File: config.mk
export PLATFORM = sky130hd
export DESIGN_NAME = cpc_seq
export DESIGN_NICKNAME = d
export VERILOG_FILES = /design/src/rtl/cpc_pkg.sv /design/src/rtl/cpc_seq.sv
export SDC_FILE = /design/constraint.sdc
export NUM_CORES = 1
export LEC_CHECK = 0
export ABC_AREA = 1
export BUFFER_PORTS_ARGS = -buffer_cell sky130_fd_sc_hd__buf_2
export CAP_MARGIN = 10
export CORE_MARGIN = 2
export CORE_UTILIZATION = 38
export DETAILED_ROUTE_END_ITERATION = 12
export SLEW_MARGIN = 20
export SYNTH_ARGS = -nofsm -noshare
export SYNTH_HDL_FRONTEND = slang
export SYNTH_SLANG_ARGS = --single-unit
File: constraint.sdc
create_clock -name clk -period 1.8 [get_ports clk]
set_clock_uncertainty 0.15 [all_clocks]
set_input_delay 0.09 -clock clk [delete_from_list [all_inputs] [get_ports clk]]
set_output_delay 0.09 -clock clk [all_outputs]
set_load 0.005 [all_outputs]
File: src/rtl/cpc_pkg.sv
// ----------------------------------------------------------------------------
// cpc_pkg
// Shared widths, microcode word layout and the microcode program of the
// Chebyshev coefficient generator.
// ----------------------------------------------------------------------------
package cpc_pkg;

	localparam int POW_W         = 6;
	localparam int COEF_W        = 41;
	localparam int DEF_MAX_ORDER = 32;
	localparam int ROW_W         = 2;
	localparam int STEP_W        = 4;

	typedef logic [STEP_W-1:0] step_t;

	typedef enum logic [3:0] {
		OP_NONE,
		OP_ACCEPT,
		OP_INIT0,
		OP_INIT1,
		OP_INIT2,
		OP_CALC,
		OP_NEXTK,
		OP_EMIT_SET,
		OP_EMIT_RD,
		OP_EMIT_WR,
		OP_EMIT_NXT
	} op_t;

	typedef enum logic [2:0] {
		JC_NONE,
		JC_ALWAYS,
		JC_NO_START,
		JC_SHORT,
		JC_P_LT_K,
		JC_K_LT_N,
		JC_OUT_BUSY,
		JC_P_NZ
	} jc_t;

	typedef struct packed {
		op_t   op;
		jc_t   jc;
		step_t target;
		logic  accept;
	} ctrl_t;

	typedef struct packed {
		logic start;
		logic short_n;
		logic p_lt_k;
		logic k_lt_n;
		logic out_busy;
		logic p_nz;
	} status_t;

	localparam step_t S_IDLE     = step_t'(0);
	localparam step_t S_INIT0    = step_t'(1);
	localparam step_t S_INIT1    = step_t'(2);
	localparam step_t S_INIT2    = step_t'(3);
	localparam step_t S_CALC     = step_t'(4);
	localparam step_t S_NEXTK    = step_t'(5);
	localparam step_t S_EMIT_SET = step_t'(6);
	localparam step_t S_EMIT_RD  = step_t'(7);
	localparam step_t S_EMIT_WR  = step_t'(8);
	localparam step_t S_EMIT_NXT = step_t'(9);
	localparam step_t S_DONE     = step_t'(10);

	function automatic ctrl_t ucode(input step_t step);
		ctrl_t w;
		w = '{op: OP_NONE, jc: JC_ALWAYS, target: S_IDLE, accept: 1'b0};
		unique case (step)
			S_IDLE:     w = '{op: OP_ACCEPT,   jc: JC_NO_START, target: S_IDLE,     accept: 1'b1};
			S_INIT0:    w = '{op: OP_INIT0,    jc: JC_NONE,     target: S_IDLE,     accept: 1'b0};
			S_INIT1:    w = '{op: OP_INIT1,    jc: JC_NONE,     target: S_IDLE,     accept: 1'b0};
			S_INIT2:    w = '{op: OP_INIT2,    jc: JC_SHORT,    target: S_EMIT_SET, accept: 1'b0};
			S_CALC:     w = '{op: OP_CALC,     jc: JC_P_LT_K,   target: S_CALC,     accept: 1'b0};
			S_NEXTK:    w = '{op: OP_NEXTK,    jc: JC_K_LT_N,   target: S_CALC,     accept: 1'b0};
			S_EMIT_SET: w = '{op: OP_EMIT_SET, jc: JC_NONE,     target: S_IDLE,     accept: 1'b0};
			S_EMIT_RD:  w = '{op: OP_EMIT_RD,  jc: JC_NONE,     target: S_IDLE,     accept: 1'b0};
			S_EMIT_WR:  w = '{op: OP_EMIT_WR,  jc: JC_OUT_BUSY, target: S_EMIT_WR,  accept: 1'b0};
			S_EMIT_NXT: w = '{op: OP_EMIT_NXT, jc: JC_P_NZ,     target: S_EMIT_RD,  accept: 1'b0};
			S_DONE:     w = '{op: OP_NONE,     jc: JC_ALWAYS,   target: S_IDLE,     accept: 1'b0};
			default:    w = '{op: OP_NONE,     jc: JC_ALWAYS,   target: S_IDLE,     accept: 1'b0};
		endcase
		return w;
	endfunction

endpackage

File: src/rtl/cpc_seq.sv
// ----------------------------------------------------------------------------
// cpc_seq
// Step counter and microcode ROM: one control word per step, with
// conditional jumps on datapath status.
// ----------------------------------------------------------------------------
module cpc_seq
	import cpc_pkg::*;
(
	input  logic    clk,
	input  logic    arst_n,
	input  status_t status,
	output ctrl_t   ctrl
);

	step_t step_q;
	logic  taken;

	assign ctrl = ucode(step_q);

	always_comb begin
		unique case (ctrl.jc)
			JC_NONE:     taken = 1'b0;
			JC_ALWAYS:   taken = 1'b1;
			JC_NO_START: taken = !status.start;
			JC_SHORT:    taken = status.short_n;
			JC_P_LT_K:   taken = status.p_lt_k;
			JC_K_LT_N:   taken = status.k_lt_n;
			JC_OUT_BUSY: taken = status.out_busy;
			JC_P_NZ:     taken = status.p_nz;
			default:     taken = 1'b1;
		endcase
	end

	always_ff @(posedge clk or negedge arst_n) begin
		if (!arst_n) begin
			step_q <= S_IDLE;
		end else if (taken) begin
			step_q <= ctrl.target;
		end else begin
			step_q <= step_q + step_t'(1);
		end
	end

endmodule

# Word level (Yosys, flattened, before mapping)
# Memories as Yosys holds them, arrays and structs flattened.
# Cells that the tools add are included.
[totals]
mem_bits_ro = 192
mem_count = 1
in_bits = 8
register_bits = 4
elab_cells = 14
out_inout_bits = 12
[memory_table]
columns = ["name", "depth", "word_bits", "read_ports", "rd_clocked_by_memory_dff", "wr", "line", "rtl"]
rows = [
  ["(name not given)", 16, 12, 1, 0, 0, "cpc_pkg.sv:72", "unique case (step)"],
]
[op_classes]
n_reduce_logical = 2
eq_ne = 7
add_sub_neg = 1
mux = 2
[ops]
columns = ["cell", "n"]
rows = [
  ["$eq A3 B3 Y1 const B", 4],
  ["$pmux W1 S8", 1],
  ["$eq A3 B2 Y1 const B", 2],
  ["$add A4 B1 Y4 const B", 1],
  ["$mux W4", 1],
  ["$eq A3 B1 Y1 const B", 1],
  ["$logic_not A3 Y1", 1],
  ["$logic_not A1 Y1", 1],
]

# Depth between registers and ports, before layout
# Gate-level depths: netlist of the first run.
# An unclocked memory read counts as a cell.
[logic_depth]
word_depth = 4
depth_mapped = 12
mapped_depth_nobuf = 12

# Worst setup path before layout of the first run
# No wires, ideal clock.
[synth_path]
path_type = "register to register"
startpoint = "reg step_q[0]"
endpoint = "reg step_q[1]"
path_buffers = 0
t_required_ps = 1533
synth_period_minus_slack_ps = 1747
path_stages_with_launch = 13
setup_time_ps = 117
path_slack_ps = 53
arrival_ps = 1481
path_cell_list = "dfrtp_1 inv_1 ha_1 inv_1 nand2_8 nand3_1 nand2_1 inv_1 nand3_2 nand2_2 nand2_4 nand2_1 nand2_1"
[synth_via]
elab_chain_len = 4
word_cells_on_any_way = 12
classes_between = "add/sub (1); eq/ne (7); mux (2); reduce/logical (1); memory (1)"
[synth_lines]
columns = ["item", "line", "rtl"]
rows = [
  ["from (decl)", "cpc_seq.sv:15", "step_t step_q;"],
  ["from (signal assigned)", "cpc_seq.sv:38", "step_q <= ctrl.target;"],
  ["from (signal assigned)", "cpc_seq.sv:40", "step_q <= step_q + step_t'(1);"],
  ["$mem_v2 Z16 W12", "n/a", ""],
  ["$eq A3 B3 Y1, or another cell as far along", "cpc_seq.sv:21", "unique case (ctrl.jc)"],
  ["$pmux W1 S8", "cpc_seq.sv:21", ""],
  ["$mux W4 (*)", "cpc_seq.sv:37", "end else if (taken) begin"],
]
# Mark *: on every way between the ends. The rest lies on a longest branch, timed or not.

==> results of run 1 <==
## synthesized netlist by cell type, drive strengths merged
cell	n
nand3	15
nand3b	1
a21oi	3
dfrtp	4
buf	2
inv	13
o21ai	5
or2	1
nor2	4
ha	6
o211ai	1
nand4	1
xor2	1
nand2	27
## worst min path at each step
| stage | slack, ns | end | cells after the start | start |
|---|---|---|---|---|
| 6_report | 0.05 | step_q[2]$_DFF_PN0_ | 2 | arst_n |
| 5_1_grt | 0.05 | step_q[3]$_DFF_PN0_ | 2 | arst_n |
| 4_1_cts | 0.04 | step_q[2]$_DFF_PN0_ | 2 | arst_n |
| 3_5_place_dp | -0.25 | step_q[0]$_DFF_PN0_ | 1 | arst_n |
| 3_3_place_gp | -0.25 | step_q[0]$_DFF_PN0_ | 1 | arst_n |
| 2_1_floorplan | -0.36 | step_q[0]$_DFF_PN0_ | 0 | arst_n |
## power by group through the flow
stage	clock network (mW)	registers, mW	logic (mW)
2_1_floorplan	0	0.171	0.966
3_3_place_gp	0	0.205	1.25
3_5_place_dp	0	0.205	1.27
4_1_cts	0.113	0.204	1.29
5_1_grt	0.121	0.213	1.54
6_report	0.110	0.208	1.36
## metrics by stage
stage	TNS [ns]	total power, mW
after detailed placement	0	1.472
after floorplan	0	1.138
final	0	1.680
after global routing	-0.01368	1.873
after global placement	0	1.455
after CTS	0	1.606
## layout make-up
cell class | instances | area (µm²)
fill | 164 | 696.9
tap | 16 | 20.02
clock buffer | 3 | 22.52
inverter | 13 | 68.82
multi-input combinational | 65 | 465.4
sequential | 4 | 101.3
timing repair buffer | 25 | 148.9
## kinds of logic (layout without fill, tap and decap cells)
| logic type | count (synthesis) | count (layout) |
|---|---|---|
| and+or+nand+nor | 49 | 49 |
| buffers and inverters | 15 | 41 |
| DFF | 4 | 4 |
| adders and majority gates | 6 | 6 |
| AOI/OAI and AO/OA | 9 | 9 |
| xor gates and xnor gates | 1 | 1 |
## what timing repair did
item                                    4_1_cts  5_1_grt
endpoints found under the hold margin         5        0
hold buffers                                  2        0
pin swaps                                     0        1
resized for setup                             3        6
gates cloned                                  0        0
endpoints found under the setup margin        2        6
## metal layers
layer	share of wire (%)	vias up	global-route usage (%)
li1	-	324	-
met1	42	288	20.44
met2	51	16	27.83
met3	6.5	0	5.306
met4	0	0	3.636
met5	0	-	0
## worst max-delay path, delay by kind of cell, from the launching register on
kind            cells  cell delay (ns)
flops               1             0.40
buf+inv             3             0.38
fa+ha+maj           1             0.17
compound gates      1             0.16
simple gates        1             0.14
==> qor.yml, run 1 <==
run_status:
  status: "finished clean"
grt:
  grt_usage_pct: 16.56
  antenna_found_initial: 0
  grt_pass1_wl_um: 2401
  grt_pass1_vias: 589
  grt-ovfl-total: 0
  grt_max_degree: 11
die:
  fp.dieArea_um2: 1991
  die_h_um: 44.62
  start_util_pct: 41.13
  io_pins: 20
  num_rows: 14
  die_x_um: 44.62
  core_area_um2: 1524
clock_network:
  htree_levels: 1
  clock_sinks: 4
  cts_buffers: 3
  cts_tree: "done"
  cts_buffer_depth: 2
  post_cts_buffers: 0
  cts.clk_slew.worst_paths_ns: 0.04
  clock_tree.root_cell: "clkbuf_4"
  clk_latency_ns: 0.24
final_layout:
  post-route-util_pct: 54.27
  drive_gt1_share_pct: 49.09
  layout_common_cells: "buf_2 (19), nand2_1 (17), nand3_1 (12)"
  top_regs: "step_q: 4 flops"
  layout.nets: 126
  largest_reg_flops: 4
  fin_cells: 126
  areaGrowthSynthToFinish_pct: 31.94
  stdcell_area_um2: 827.0
  top_register: "step_q"
  final_common_cell: "buf_2"
  antennaDiodeCount: 0
power_and_ir_drop:
  p_comb_share_pct: 81.1
  p_clk_share_pct: 6.6
  leakagePower_nw: 0.4772
  switchingPower_mw: 0.8962
  swShare_pct: 53.34
  internal_power_mw: 0.7840
  peakVddDrop_v: 0.0009839
  seqPwrFrac_pct: 12.4
  power.density_nw_per_um2: 2032
sta:
  hold_violations: 0
  whs_ns: 0.04747
  post-route-min-period_ns: 1.718
  layout_setup_ws_ns: 0.08220
  max_freq_mhz: 582.1
  setup_viol: 0
  grt_setup_unrepaired: "yes"
  post-route-period-util_pct: 95.43
  tightest_slew_ns: 0.4059
  maxSlewViolCount: 0
  max_slew_margin_pct: 72.94
synth:
  synth_area_leaders: "dfrtp_1 (16%), ha_1 (12%), nand2_1 (10%)"
  synth_fp_nets: 98
  yosys_warnings: 0
  synth.cell_area_um2: 626.9
  synth_top_cell_by_area: "dfrtp_1"
  yosys.area_share.adder_pct: 11.98
  synth-simple-area-share_pct: 46.71
  post_synth_inst_count: 84
  synth_top_area_share_pct: 15.97
  synth_seq_cells: 4
  synth_compound_area_share_pct: 9.381
  synth_xor_area_share_pct: 1.397
  seq_area_frac_synth_pct: 15.97
  ys_types: 24
  synth_top_family_by_area: "simple AND/OR/NAND/NOR gates"
  synth.area.mux_share_pct: 0
  synth.avg_cell_area_um2: 7.463
place:
  numPlacedInstances: 121
  gp_congestion: 0.8093
  dp_slack_ns: 0.03244
  placed_cell_area_um2: 749.5
  hpwl_um: 1198
  portBuffers: 19
setup_path:
  crit_arrival_ns: 1.48
  r2r_start: "step_q[1]$_DFF_PN0_"
  cpPeakStageDelay_ns: 0.40
  critPathRequiredTime_ns: 1.56
  critPathMaxFanout: 4
  rr_worst_depth: 11
  path_class: "reg2out"
  cp-end-kind: "output pin"
  cp_slowest_cell: "dfrtp_1"
  reg2reg_slack_ns: 0.16
  start_kind: "flop"
  crit_path_start: "step_q[1]$_DFF_PN0_"
  crit_end: "ctrl[3]"
  r2r_end: "step_q[1]$_DFF_PN0_"
  crit_chain: "inv_2, buf_4, ha_1, nand3_1, o211ai_1, buf_2"
detailed_routing:
  wl_per_cell_um: 11.71
  vias: 628
  viasPerCell: 4.984
  final_antenna_net_count: 0
  dr.first_iter.drc_count: 4
  firstDrtPassIters: 4
  totalWireLength_um: 1476
  drc_errors: 0
flow_run:
  drv_cap: 0
worst_hold_path:
  hp-class: "in2async"
Power figures use the tool's default switching activity.
==> run 2: changes to the inputs <==
--- a/config.mk
+++ b/config.mk
@@ -8,7 +8,6 @@
 export ABC_AREA = 1
 export BUFFER_PORTS_ARGS = -buffer_cell sky130_fd_sc_hd__buf_2
 export CAP_MARGIN = 10
-export CORE_MARGIN = 2
 export CORE_UTILIZATION = 38
 export DETAILED_ROUTE_END_ITERATION = 12
 export SLEW_MARGIN = 20
==> qor.yml, run 2 (synthesis gave the netlist of run 1 again) <==
sta:
  max_freq_mhz: 577.9  # -0.72%
  grt_setup_unrepaired: "no"
  tightest_slew_ns: 0.3907  # -0.01518 ns
  whs_ns: 0.04539  # -0.002089 ns
  post-route-period-util_pct: 96.13  # +0.70 points
  max_slew_margin_pct: 73.95  # +1.0 points
  layout_setup_ws_ns: 0.06968  # -0.01252 ns
  post-route-min-period_ns: 1.730  # +0.01252 ns
  hold_violations: 0  # unchanged
  maxSlewViolCount: 0  # unchanged
  setup_viol: 0  # unchanged
grt:
  antenna_found_initial: 0  # unchanged
  grt-ovfl-total: 0  # unchanged
  grt_usage_pct: 17.48  # +0.92 points
  grt_pass1_wl_um: 2435  # +1.4%
  grt_max_degree: 11  # unchanged
  grt_pass1_vias: 554  # -5.9%
clock_network:
  clock_sinks: 4  # unchanged
  cts_tree: "done"
  cts_buffer_depth: 2  # unchanged
  clk_latency_ns: 0.23  # about the same
  cts.clk_slew.worst_paths_ns: 0.04  # about the same
  cts_buffers: 3  # unchanged
  clock_tree.root_cell: "clkbuf_4"
  htree_levels: 1  # unchanged
final_layout:
  nFillCells: 155  # -5.5%
  top_regs: "step_q: 4 flops"
  final_common_cell: "buf_2"
  antennaDiodeCount: 0  # unchanged
  fin_cells: 128  # +1.6%
  stdcell_area_um2: 838.3  # +1.4%
  drive_gt1_share_pct: 50.00  # +0.91 points
  areaGrowthSynthToFinish_pct: 33.73
  layout.nets: 128  # +1.6%
  largest_reg_flops: 4  # unchanged
  top_register: "step_q"
  layout_common_cells: "buf_2 (19), nand2_1 (17), nand3_1 (12)"
detailed_routing:
  met2_length_um: 684  # -9.4%
  wl_met3_um: 64  # -33%
  firstDrtPassIters: 4  # unchanged
  viasPerCell: 4.836  # -3.0%
  dr.first_iter.drc_count: 18  # +14
  wl_met1_um: 688  # +10%
  final_antenna_net_count: 0  # unchanged
  totalWireLength_um: 1437  # -2.6%
  wl_per_cell_um: 11.23  # -4.2%
  vias: 619  # -1.4%
  routed.top_layer: "met3"
  drc_errors: 0  # unchanged
place:
  gp_congestion: 0.7839  # -3.1%
  portBuffers: 19  # unchanged
  hpwl_um: 1165  # -2.7%
  dp_slack_ns: -0.01788  # -0.05033 ns
  numPlacedInstances: 122  # +0.83%
  placed_cell_area_um2: 757.0  # +1.0%
power_and_ir_drop:
  leakagePower_nw: 0.4902  # +2.7%
  peakVddDrop_v: 0.001016  # +3.2%
  total_power_mw: 1.703  # +1.3%
  power.density_nw_per_um2: 2031  # about the same
setup_path:
  cp-end-kind: "output pin"
  critPathMaxFanout: 5  # +1
  path_class: "reg2out"
  start_kind: "flop"
  critPathRequiredTime_ns: 1.56  # about the same
  crit_arrival_ns: 1.49  # about the same
die:
  fp.dieArea_um2: 1816  # -8.8%
  io_pins: 20  # unchanged
  die_h_um: 42.62  # -4.5%
  core_area_um2: 1524  # unchanged
  num_rows: 14  # unchanged
  die_x_um: 42.62  # -4.5%
  start_util_pct: 41.13  # unchanged
flow_run:
  drv_cap: 0  # unchanged
run_status:
  status: "finished clean"
worst_hold_path:
  hp-class: "in2async"
run 2: final timing paths:
path,startpoint,endpoint,slack (ns),depth (start not counted)
worst max register to register,step_q[0]$_DFF_PN0_,step_q[1]$_DFF_PN0_,0.11,12
worst min register to register,step_q[0]$_DFF_PN0_,step_q[0]$_DFF_PN0_,0.59,4
worst max-delay path,step_q[0]$_DFF_PN0_,ctrl[10],0.07,5
min in group clk,status[4],step_q[3]$_DFF_PN0_,0.18,6
max in group asynchronous,arst_n,step_q[2]$_DFF_PN0_,1.34,2
worst min-delay path,arst_n,step_q[1]$_DFF_PN0_,0.05,2
run 2: critical path, cell delays in order (launching register included):
cell and delay (ns):
dfrtp_1 0.37, buf_4 0.16, ha_2 0.20, or2_2 0.31, o21ai_2 0.10, buf_2 0.12
run 2: routing by layer:
layer | vias up | track usage [%]
met5 | - | 0
met4 | 0 | 3.750
met3 | 0 | 2.586
met2 | 16 | 28.92
met1 | 277 | 23.95
li1 | 326 | -
run 2: power by group:
part	switching, mW	internal [mW]	total, mW
Sequential	0.0549	0.133	0.188
Combinational	0.811	0.595	1.41
Clock	0.0343	0.0744	0.109
Total	0.900	0.803	1.70
run 2: what timing repair did:
| item | CTS | global route |
|---|---|---|
| buffers inserted | 0 | 1 |
| resized for setup | 2 | 6 |
| endpoints found under the setup margin | 5 | 5 |
| pin swaps | 0 | 1 |
| gates cloned | 0 | 0 |
| hold buffers | 2 | 0 |
| endpoints found under the hold margin | 5 | 0 |
run 2: per-stage QoR:
stage,utilization (%),TNS (ns)
floorplan,-,0
global placement,49.67,0
detailed placement,49.67,-0.02581
CTS,52.63,0
global route,55.01,0
finish,55.01,0
run 2: layout make-up:
type / count / area (µm²) / share of cell area [%]
clock buffer: 3 / 22.52 / 2.687
tap: 16 / 20.02 / 2.388
sequential: 4 / 100.1 / 11.94
multi-input combinational: 65 / 462.9 / 55.22
timing repair buffer: 27 / 163.9 / 19.55
inverter: 13 / 68.82 / 8.209
